## src/design/ldmc_pkg.sv

```systemverilog
`timescale 1ns / 1ps

package ldmc_pkg;

  // Control word layout
  localparam logic [7:0] CTRL_DEFAULT = 8'h4f;
  localparam logic [7:0] CTRL_ENABLE  = 8'h01;
  localparam logic [7:0] CTRL_SENSORS = 8'h0e;
  localparam logic [7:0] CTRL_DRY     = 8'h20;

  localparam int SENSOR_CNT = 3;

  // Register map
  localparam int          CFG_ADDR_W       = 3;
  localparam logic [0:0]  REG_INIT_CONTROL = 1'b0;

  // Payload widths on the stream ports
  localparam int IN_TDATA_W  = 8;
  localparam int OUT_TDATA_W = 24;

  // Reference sensor state codes
  typedef enum logic [1:0] {
    REF_DISABLED = 2'd0,
    REF_DRY      = 2'd1,
    REF_WET      = 2'd2
  } ref_state_t;

  // Sensor state codes
  typedef enum logic [1:0] {
    SNS_DISABLED = 2'd0,
    SNS_DRY      = 2'd1,
    SNS_WET      = 2'd2,
    SNS_INVALID  = 2'd3
  } sns_state_t;

  // Transition codes
  typedef enum logic [2:0] {
    TR_REF_WET     = 3'd0,
    TR_SENSORS_WET = 3'd1,
    TR_WET_SPUR    = 3'd2,
    TR_REF_DRIED   = 3'd3,
    TR_ALL_DRY     = 3'd4,
    TR_STILL_WET   = 3'd5,
    TR_DRY_SPUR    = 3'd6
  } transition_t;

  // One interrupt snapshot
  typedef struct packed {
    logic       fuse_raw;
    logic [2:0] sensor_hits;
    logic       reference_wet;
  } event_t;

  // One classification result
  typedef struct packed {
    transition_t transition;
    logic        fuse_blown;
    sns_state_t  sensor2_state;
    sns_state_t  sensor1_state;
    sns_state_t  sensor0_state;
    ref_state_t  reference_state;
    logic        old_enable;
    logic [7:0]  new_control;
  } result_t;

endpackage

```

## src/design/liquid_detect_mode_controller.sv

```systemverilog
`timescale 1ns / 1ps

// Liquid-detect mode controller. Each transfer on the in_ channel is one
// interrupt snapshot; each yields exactly one result on the out_ channel after
// passing through the input register, then the result register. With
// out_tready high a new snapshot can be taken every cycle; while a finished
// result waits for out_tready, the input register takes one more snapshot and
// in_tready then stays low until the result leaves. The 8-bit control word
// lives in one register that is updated as each snapshot moves from the input
// register to the result register, so back-to-back snapshots see each other's
// effect. Writing initial_control (offset 0x0) over the APB port also reloads
// the control word; write it only when no snapshot is in flight. After reset
// both hold 0x4f.
module liquid_detect_mode_controller (
  input  logic                               clk,
  input  logic                               rst_n,
  // Snapshot channel
  input  logic                               in_tvalid,
  output logic                               in_tready,
  // [0] reference_wet, [3:1] sensor_hits, [4] fuse_raw, [7:5] zero
  input  logic [ldmc_pkg::IN_TDATA_W-1:0]    in_tdata,
  // Result channel
  output logic                               out_tvalid,
  input  logic                               out_tready,
  // [7:0] new_control, [8] old_enable, [10:9] reference_state,
  // [12:11] sensor0_state, [14:13] sensor1_state, [16:15] sensor2_state,
  // [17] fuse_blown, [20:18] transition, [23:21] zero
  output logic [ldmc_pkg::OUT_TDATA_W-1:0]   out_tdata,
  // Configuration port
  input  logic                               cfg_psel,
  input  logic                               cfg_penable,
  input  logic                               cfg_pwrite,
  input  logic [ldmc_pkg::CFG_ADDR_W-1:0]    cfg_paddr,
  input  logic [31:0]                        cfg_pwdata,
  output logic [31:0]                        cfg_prdata,
  output logic                               cfg_pready
);

  logic               in_valid_r;
  ldmc_pkg::event_t   in_evt_r;
  logic               out_valid_r;
  ldmc_pkg::result_t  out_res_r;
  logic [7:0]         init_ctrl_r;
  logic [7:0]         ctrl_r;
  logic [7:0]         ctrl_nxt;
  ldmc_pkg::result_t  res;
  logic               advance;
  logic               cfg_wr;
  logic               cfg_hit;

  assign cfg_pready = 1'b1;
  assign cfg_hit    = (cfg_paddr[ldmc_pkg::CFG_ADDR_W-1] == ldmc_pkg::REG_INIT_CONTROL);
  assign cfg_wr     = cfg_psel & cfg_penable & cfg_pwrite & cfg_hit;
  assign cfg_prdata = cfg_hit ? {24'h000000, init_ctrl_r} : 32'h00000000;

  // Move the held snapshot forward when the result slot frees up
  assign advance   = in_valid_r & (~out_valid_r | out_tready);
  assign in_tready = rst_n & (~in_valid_r | advance);

  ldmc_eval u_eval (
    .control_word    (ctrl_r),
    .initial_control (init_ctrl_r),
    .evt             (in_evt_r),
    .res             (res)
  );

  // Pick the next control word: config reload, event update, or hold
  always_comb begin
    ctrl_nxt = ctrl_r;
    if (cfg_wr) begin
      ctrl_nxt = cfg_pwdata[7:0];
    end else if (advance) begin
      ctrl_nxt = res.new_control;
    end
  end

  // Control state
  always_ff @(posedge clk) begin
    if (!rst_n) begin
      in_valid_r  <= 1'b0;
      out_valid_r <= 1'b0;
      init_ctrl_r <= ldmc_pkg::CTRL_DEFAULT;
      ctrl_r      <= ldmc_pkg::CTRL_DEFAULT;
    end else begin
      if (in_tready) begin
        in_valid_r <= in_tvalid;
      end
      if (advance) begin
        out_valid_r <= 1'b1;
      end else if (out_tready) begin
        out_valid_r <= 1'b0;
      end
      if (cfg_wr) begin
        init_ctrl_r <= cfg_pwdata[7:0];
      end
      ctrl_r <= ctrl_nxt;
    end
  end

  // Payload registers
  always_ff @(posedge clk) begin
    if (in_tready && in_tvalid) begin
      in_evt_r <= ldmc_pkg::event_t'(in_tdata[4:0]);
    end
    if (advance) begin
      out_res_r <= res;
    end
  end

  assign out_tvalid = out_valid_r;
  assign out_tdata  = {3'b000, out_res_r};

endmodule

```

## src/design/ldmc_eval.sv

```systemverilog
`timescale 1ns / 1ps

module ldmc_eval (
  input  logic [7:0]       control_word,
  input  logic [7:0]       initial_control,
  input  ldmc_pkg::event_t evt,
  output ldmc_pkg::result_t res
);

  logic                    en;
  logic                    ref_wet_cls;
  logic [7:0]              hit_mask;
  logic [7:0]              wet_base;
  logic [7:0]              cleared;
  logic [7:0]              next_word;
  ldmc_pkg::transition_t   code;
  ldmc_pkg::sns_state_t    sens [ldmc_pkg::SENSOR_CNT];
  ldmc_pkg::ref_state_t    ref_state;

  assign en          = control_word[0];
  assign ref_wet_cls = en & evt.reference_wet;
  assign hit_mask    = {4'b0000, evt.sensor_hits, 1'b0};
  assign wet_base    = (control_word | ldmc_pkg::CTRL_DRY | ldmc_pkg::CTRL_ENABLE)
                       & ~ldmc_pkg::CTRL_SENSORS;
  assign cleared     = control_word & ~hit_mask;

  // Classify the reference from the old enable bit
  always_comb begin
    if (!en) begin
      ref_state = ldmc_pkg::REF_DISABLED;
    end else if (evt.reference_wet) begin
      ref_state = ldmc_pkg::REF_WET;
    end else begin
      ref_state = ldmc_pkg::REF_DRY;
    end
  end

  // Classify each sensor; a wet reference invalidates enabled sensors
  always_comb begin
    for (int i = 0; i < ldmc_pkg::SENSOR_CNT; i++) begin
      if (!(en && control_word[i + 1])) begin
        sens[i] = ldmc_pkg::SNS_DISABLED;
      end else if (ref_wet_cls) begin
        sens[i] = ldmc_pkg::SNS_INVALID;
      end else if (evt.sensor_hits[i]) begin
        sens[i] = ldmc_pkg::SNS_WET;
      end else begin
        sens[i] = ldmc_pkg::SNS_DRY;
      end
    end
  end

  // Apply the wet-to-dry and dry-to-wet rules
  always_comb begin
    next_word = control_word;
    code      = ldmc_pkg::TR_WET_SPUR;
    if (!control_word[5]) begin
      if (evt.reference_wet) begin
        next_word = wet_base;
        code      = ldmc_pkg::TR_REF_WET;
      end else if (evt.sensor_hits != 3'b000) begin
        next_word = wet_base | hit_mask;
        code      = ldmc_pkg::TR_SENSORS_WET;
      end
    end else begin
      code = ldmc_pkg::TR_DRY_SPUR;
      if (evt.reference_wet) begin
        next_word = initial_control;
        code      = ldmc_pkg::TR_REF_DRIED;
      end else if (evt.sensor_hits != 3'b000) begin
        if ((cleared & ldmc_pkg::CTRL_SENSORS) == 8'h00) begin
          next_word = initial_control & ~ldmc_pkg::CTRL_DRY;
          code      = ldmc_pkg::TR_ALL_DRY;
        end else begin
          next_word = cleared;
          code      = ldmc_pkg::TR_STILL_WET;
        end
      end
    end
  end

  // Assemble the result
  always_comb begin
    res.new_control     = next_word;
    res.old_enable      = en;
    res.reference_state = ref_state;
    res.sensor0_state   = sens[0];
    res.sensor1_state   = sens[1];
    res.sensor2_state   = sens[2];
    res.fuse_blown      = ~evt.fuse_raw;
    res.transition      = code;
  end

endmodule
```

## config.mk

```make
export PLATFORM = sky130hd
export DESIGN_NAME = liquid_detect_mode_controller
export DESIGN_NICKNAME = d
export VERILOG_FILES = /design/src/design/ldmc_pkg.sv /design/src/design/liquid_detect_mode_controller.sv /design/src/design/ldmc_eval.sv
export SDC_FILE = /design/constraint.sdc
export NUM_CORES = 1
export LEC_CHECK = 0
export ABC_AREA = 1
export BUFFER_PORTS_ARGS = -buffer_cell sky130_fd_sc_hd__buf_2
export CAP_MARGIN = 20
export CELL_PAD_IN_SITES_DETAIL_PLACEMENT = 0
export CELL_PAD_IN_SITES_GLOBAL_PLACEMENT = 1
export CORE_ASPECT_RATIO = 0.75
export CORE_MARGIN = 2
export CORE_UTILIZATION = 34
export CTS_BUF_LIST = sky130_fd_sc_hd__clkbuf_8
export CTS_CLUSTER_DIAMETER = 100
export DETAILED_ROUTE_END_ITERATION = 7
export PLACE_DENSITY_LB_ADDON = 0.15
export SYNTH_ARGS = -nofsm -noshare
export SYNTH_HDL_FRONTEND = slang
export SYNTH_SLANG_ARGS = --single-unit
```

## constraint.sdc

```tcl
create_clock -name clk -period 1.6 [get_ports clk]
set_input_delay 0.24 -clock clk [delete_from_list [all_inputs] [get_ports clk]]
set_output_delay 0.24 -clock clk [all_outputs]
set_load 0.1 [all_outputs]
```

# == Yosys cells after proc, flatten, opt, wreduce, memory -nomap -nowiden ==
# Cells that the tools add are included.
# word_totals
latch_bits,0
mem_count,0
ff_bits,44
elab_cells,62
mem_bits_rw,0
output_inout_bits,59
rom_bits,0
# classes
n_shift,0
mul,0
n_eq_ne,0
order_cmp,0
n_mux,24
n_addsub,0
n_bitwise,15
div,0
n_reduce_logical,8
# op_table
operator,n
$mux 8,9
$mux 2,8
$mux 3,4
$and 8x8->8,1
$logic_not 8->1,1
$not 4->8,1
$or 8x4->8,1
$and 1x1->1,6
$logic_and 1x1->1,4
$not 1->1,4
$reduce_bool 2->1,2
$mux 1,3
$reduce_bool 3->1,1
$or 1x1->1,2

# == Depth between registers and ports, before layout ==
# depth
depth_word,9
depth_mapped,12
mapped_depth_nobuf,12

# == Modules after synthesis ==
# A second synthesis with hierarchy kept.
# hier_totals
hier_cells,270
area_unflattened_um2,2322.2
# by_module_without_submodules
module,cells_per_inst,instances,area_per_inst_um2
liquid_detect_mode_controller,188,1,1889.3
ldmc_eval,82,1,432.9

# == Least setup slack after synthesis ==
# OpenSTA, ideal clock, no wires.
# synth_timing
kind,input -> output
startpoint,input port cfg_paddr[2] (netlist name)
endpoint,output port cfg_prdata[0]
path_buffers,1
t_arrival_ns,1.651
setup_slack_ns,-0.291
path_stages,2
cell_sequence,buf_4 > nor2_1
# synth_between
elab_chain_len,1
# synth_lines
element,line,text
start: declaration,liquid_detect_mode_controller.sv:33,"input logic [ldmc_pkg::CFG_ADDR_W-1:0] cfg_paddr,"
$mux 8,liquid_detect_mode_controller.sv:54,"assign cfg_prdata = cfg_hit ? {24'h000000, init_ctrl_r} : 32'h00000000;"
end: declaration,liquid_detect_mode_controller.sv:35,"output logic [31:0] cfg_prdata,"
# No other way between the ends.

==> metrics.cfg <==
[floorplanning]
coreArea_um2=6350
initial_core_util_pct=35.6
die_w_um=98.1
io_pins=109
rows=25
dieArea_um2=7320
die_h_um=74.6

[yosys]
yosys_warnings=0
yosysUniqueCellTypes=29
syn_inst=250
syn_avg_cell_area_um2=9.04
synth_seq_cells=44
netlist_area_um2=2260
yosysSeqAreaShare_pct=50.5

[sta]
layout_min_cycle_time_ns=1.49
fin_crit_sh_pct=93.1
final.setup.worst_slack_ns=0.110
fmax_mhz=671
hold_viol=0
tns_ns=0
skew_ns=0.00610
drv_slew=0
rsz0062_at_grt=false
finalSetupViolCount=0

[clock_tree]
clk_pin_slew_ns=0.08
cts_buffer_depth=2
clock-root-buffer=clkbuf_8
hold_buffers=0
numCtsBuffers=5
cts.sinks=44
h-tree-depth=2
cts_tree=yes
clock_latency_ns=0.29

[status]
status=finished, final reports clean

[cells_and_area]
antennaDiodeCount=0
multi_input_area_um2=821
nFillCells=664
drive_gt1_share_pct=31.1
syn_to_final_growth_pct=22.3
design_area_um2=2760
nNetsFinal=361
layout.cells.non_filler=393
layout_commonest_cell=nand2_1
mostFrequentLayoutCells=61 x nand2_1, 42 x buf_2, 28 x conb_1
regArea_um2=1140

[hold_path]
hold_class=in -> reg

[placed_design]
hpwl_um=3640
port_buffers=51
dpl.cell_count=383
dpl_worst_slack_ns=0.119
placed_area_um2=2660
gp_congestion=0.783

[detailed_routing]
first_pass_iters=4
detail-route-antenna-nets=0
drc=0
routed-via-count=1710
wirelength_um=4670
via_per_inst=4.35
first_iter_violations=87
wl_per_cell_um=11.9

[setup_path]
rrSetupSlack_ns=0.11
arrival_ns=1.54
crit_required_ns=1.65
worstSetupEndpointType=flop
worstSetupStartpointType=flop
critical_path_class=reg -> reg
crit_path_max_fanout=7

[run]
maxCapViolations=0

[global_route]
grt_pass1_vias=1465
grtUsageTotal_pct=13.0
antenna_found_initial=0
grt_pass1_wl_um=7360
grt_max_degree=22
grt_overflow_total=0

[power_and_ir_drop]
p_total_w=0.00289
leakage_nw=1.34
vdd_drop_max_mv=0.373
cellPowerDensity_nw_per_um2=1050

synthesized netlist by cell type:
library cell	n	area (um2)
o211ai_1	7	52.6
o21ai_1	5	25.0
buf_6	3	33.8
nor2_2	2	12.5
buf_4	30	225
clkbuf_1	1	3.75
conb_1	2	7.51
a21oi_2	6	52.6
nand3_2	1	10.0
nand2_4	4	45.0
buf_8	1	15.0
o21a_1	3	22.5
o21bai_1	1	7.51
inv_1	24	90.1
and3_1	1	6.26
nor2_1	11	41.3
nand2_2	4	25.0
a21oi_1	11	55.1
nand3_1	9	45.0
nor2_4	1	11.3
edfxtp_1	26	781
nand2_1	61	229
o21ai_0	6	30.0
dfxtp_1	18	360
inv_2	6	22.5
nand3_4	1	17.5
inv_4	2	12.5
a21boi_1	1	7.51
o22ai_1	2	12.5
sequential cells by signal, indices dropped and copies added (netlist names):
register,cells
out_tdata,21
init_ctrl_r,8
ctrl_r,8
in_evt_r,5
in_valid_r,1
out_tvalid,1
kinds of logic after synthesis:
logic type	synth area share, %
and+or+nand+nor	19.6
buffers and inverters	17.8
DFF	50.5
AOI/OAI and AO/OA	11.7
other	0.332
layer usage:
| metal | part of all wire (%) | up-vias | wire, um | GRT usage [%] |
|---|---|---|---|---|
| li1 | - | 876 | - | - |
| met1 | 52 | 759 | 2440 | 19.3 |
| met2 | 39 | 69 | 1810 | 18.6 |
| met3 | 7.7 | 6 | 358 | 3.10 |
| met4 | 1.3 | 0 | 60 | 4.57 |
| met5 | 0 | - | 0 | 0 |
area by class of cell:
| cell class | count | area share, % |
|---|---|---|
| inverter | 32 | 4.53 |
| sequential | 44 | 41.3 |
| clock buffer | 5 | 2.49 |
| tap | 81 | 3.67 |
| clock inverter | 3 | 0.453 |
| timing repair buffer | 63 | 17.8 |
| multi-input combinational | 165 | 29.7 |
through the flow:
stage               hold WS, ns  util [%]
global placement          0.418      41.9
detailed placement        0.418      41.9
global route              0.105      43.5
CTS                       0.106      43.2
finish                    0.117      43.5
floorplan                 0.339         -
path summary, 6_finish.rpt:
path | from | to | cells after the start
worst min-delay path | in_tdata[3] | in_evt_r[3] | 1
worst min register to register | init_ctrl_r[7] | init_ctrl_r[7] | 2
worst max-delay path | in_evt_r[3] | out_tdata[7] | 8
worst max register to register | in_evt_r[3] | out_tdata[7] | 8
power breakdown:
group,switching (W),leakage (nW),internal [W]
Sequential,0.0000347,0.385,0.00127
Clock,0.000358,0.0505,0.000294
Combinational,0.000762,0.909,0.000171
Total,0.00115,1.34,0.00173
what timing repair did:
action	in CTS	in global routing
buffers inserted	0	2
gates resized for setup	0	1
setup endpoints to repair	0	1
worst max-delay path, stage by stage, from the launching register on:
cell	delay, ns
edfxtp_1	0.43
inv_2	0.06
nand2_1	0.10
nand3_2	0.14
nand2_4	0.11
nand3_4	0.11
inv_4	0.11
nand2_1	0.08
o21a_1	0.11
Note: power is estimated with default switching activity, not from simulation.
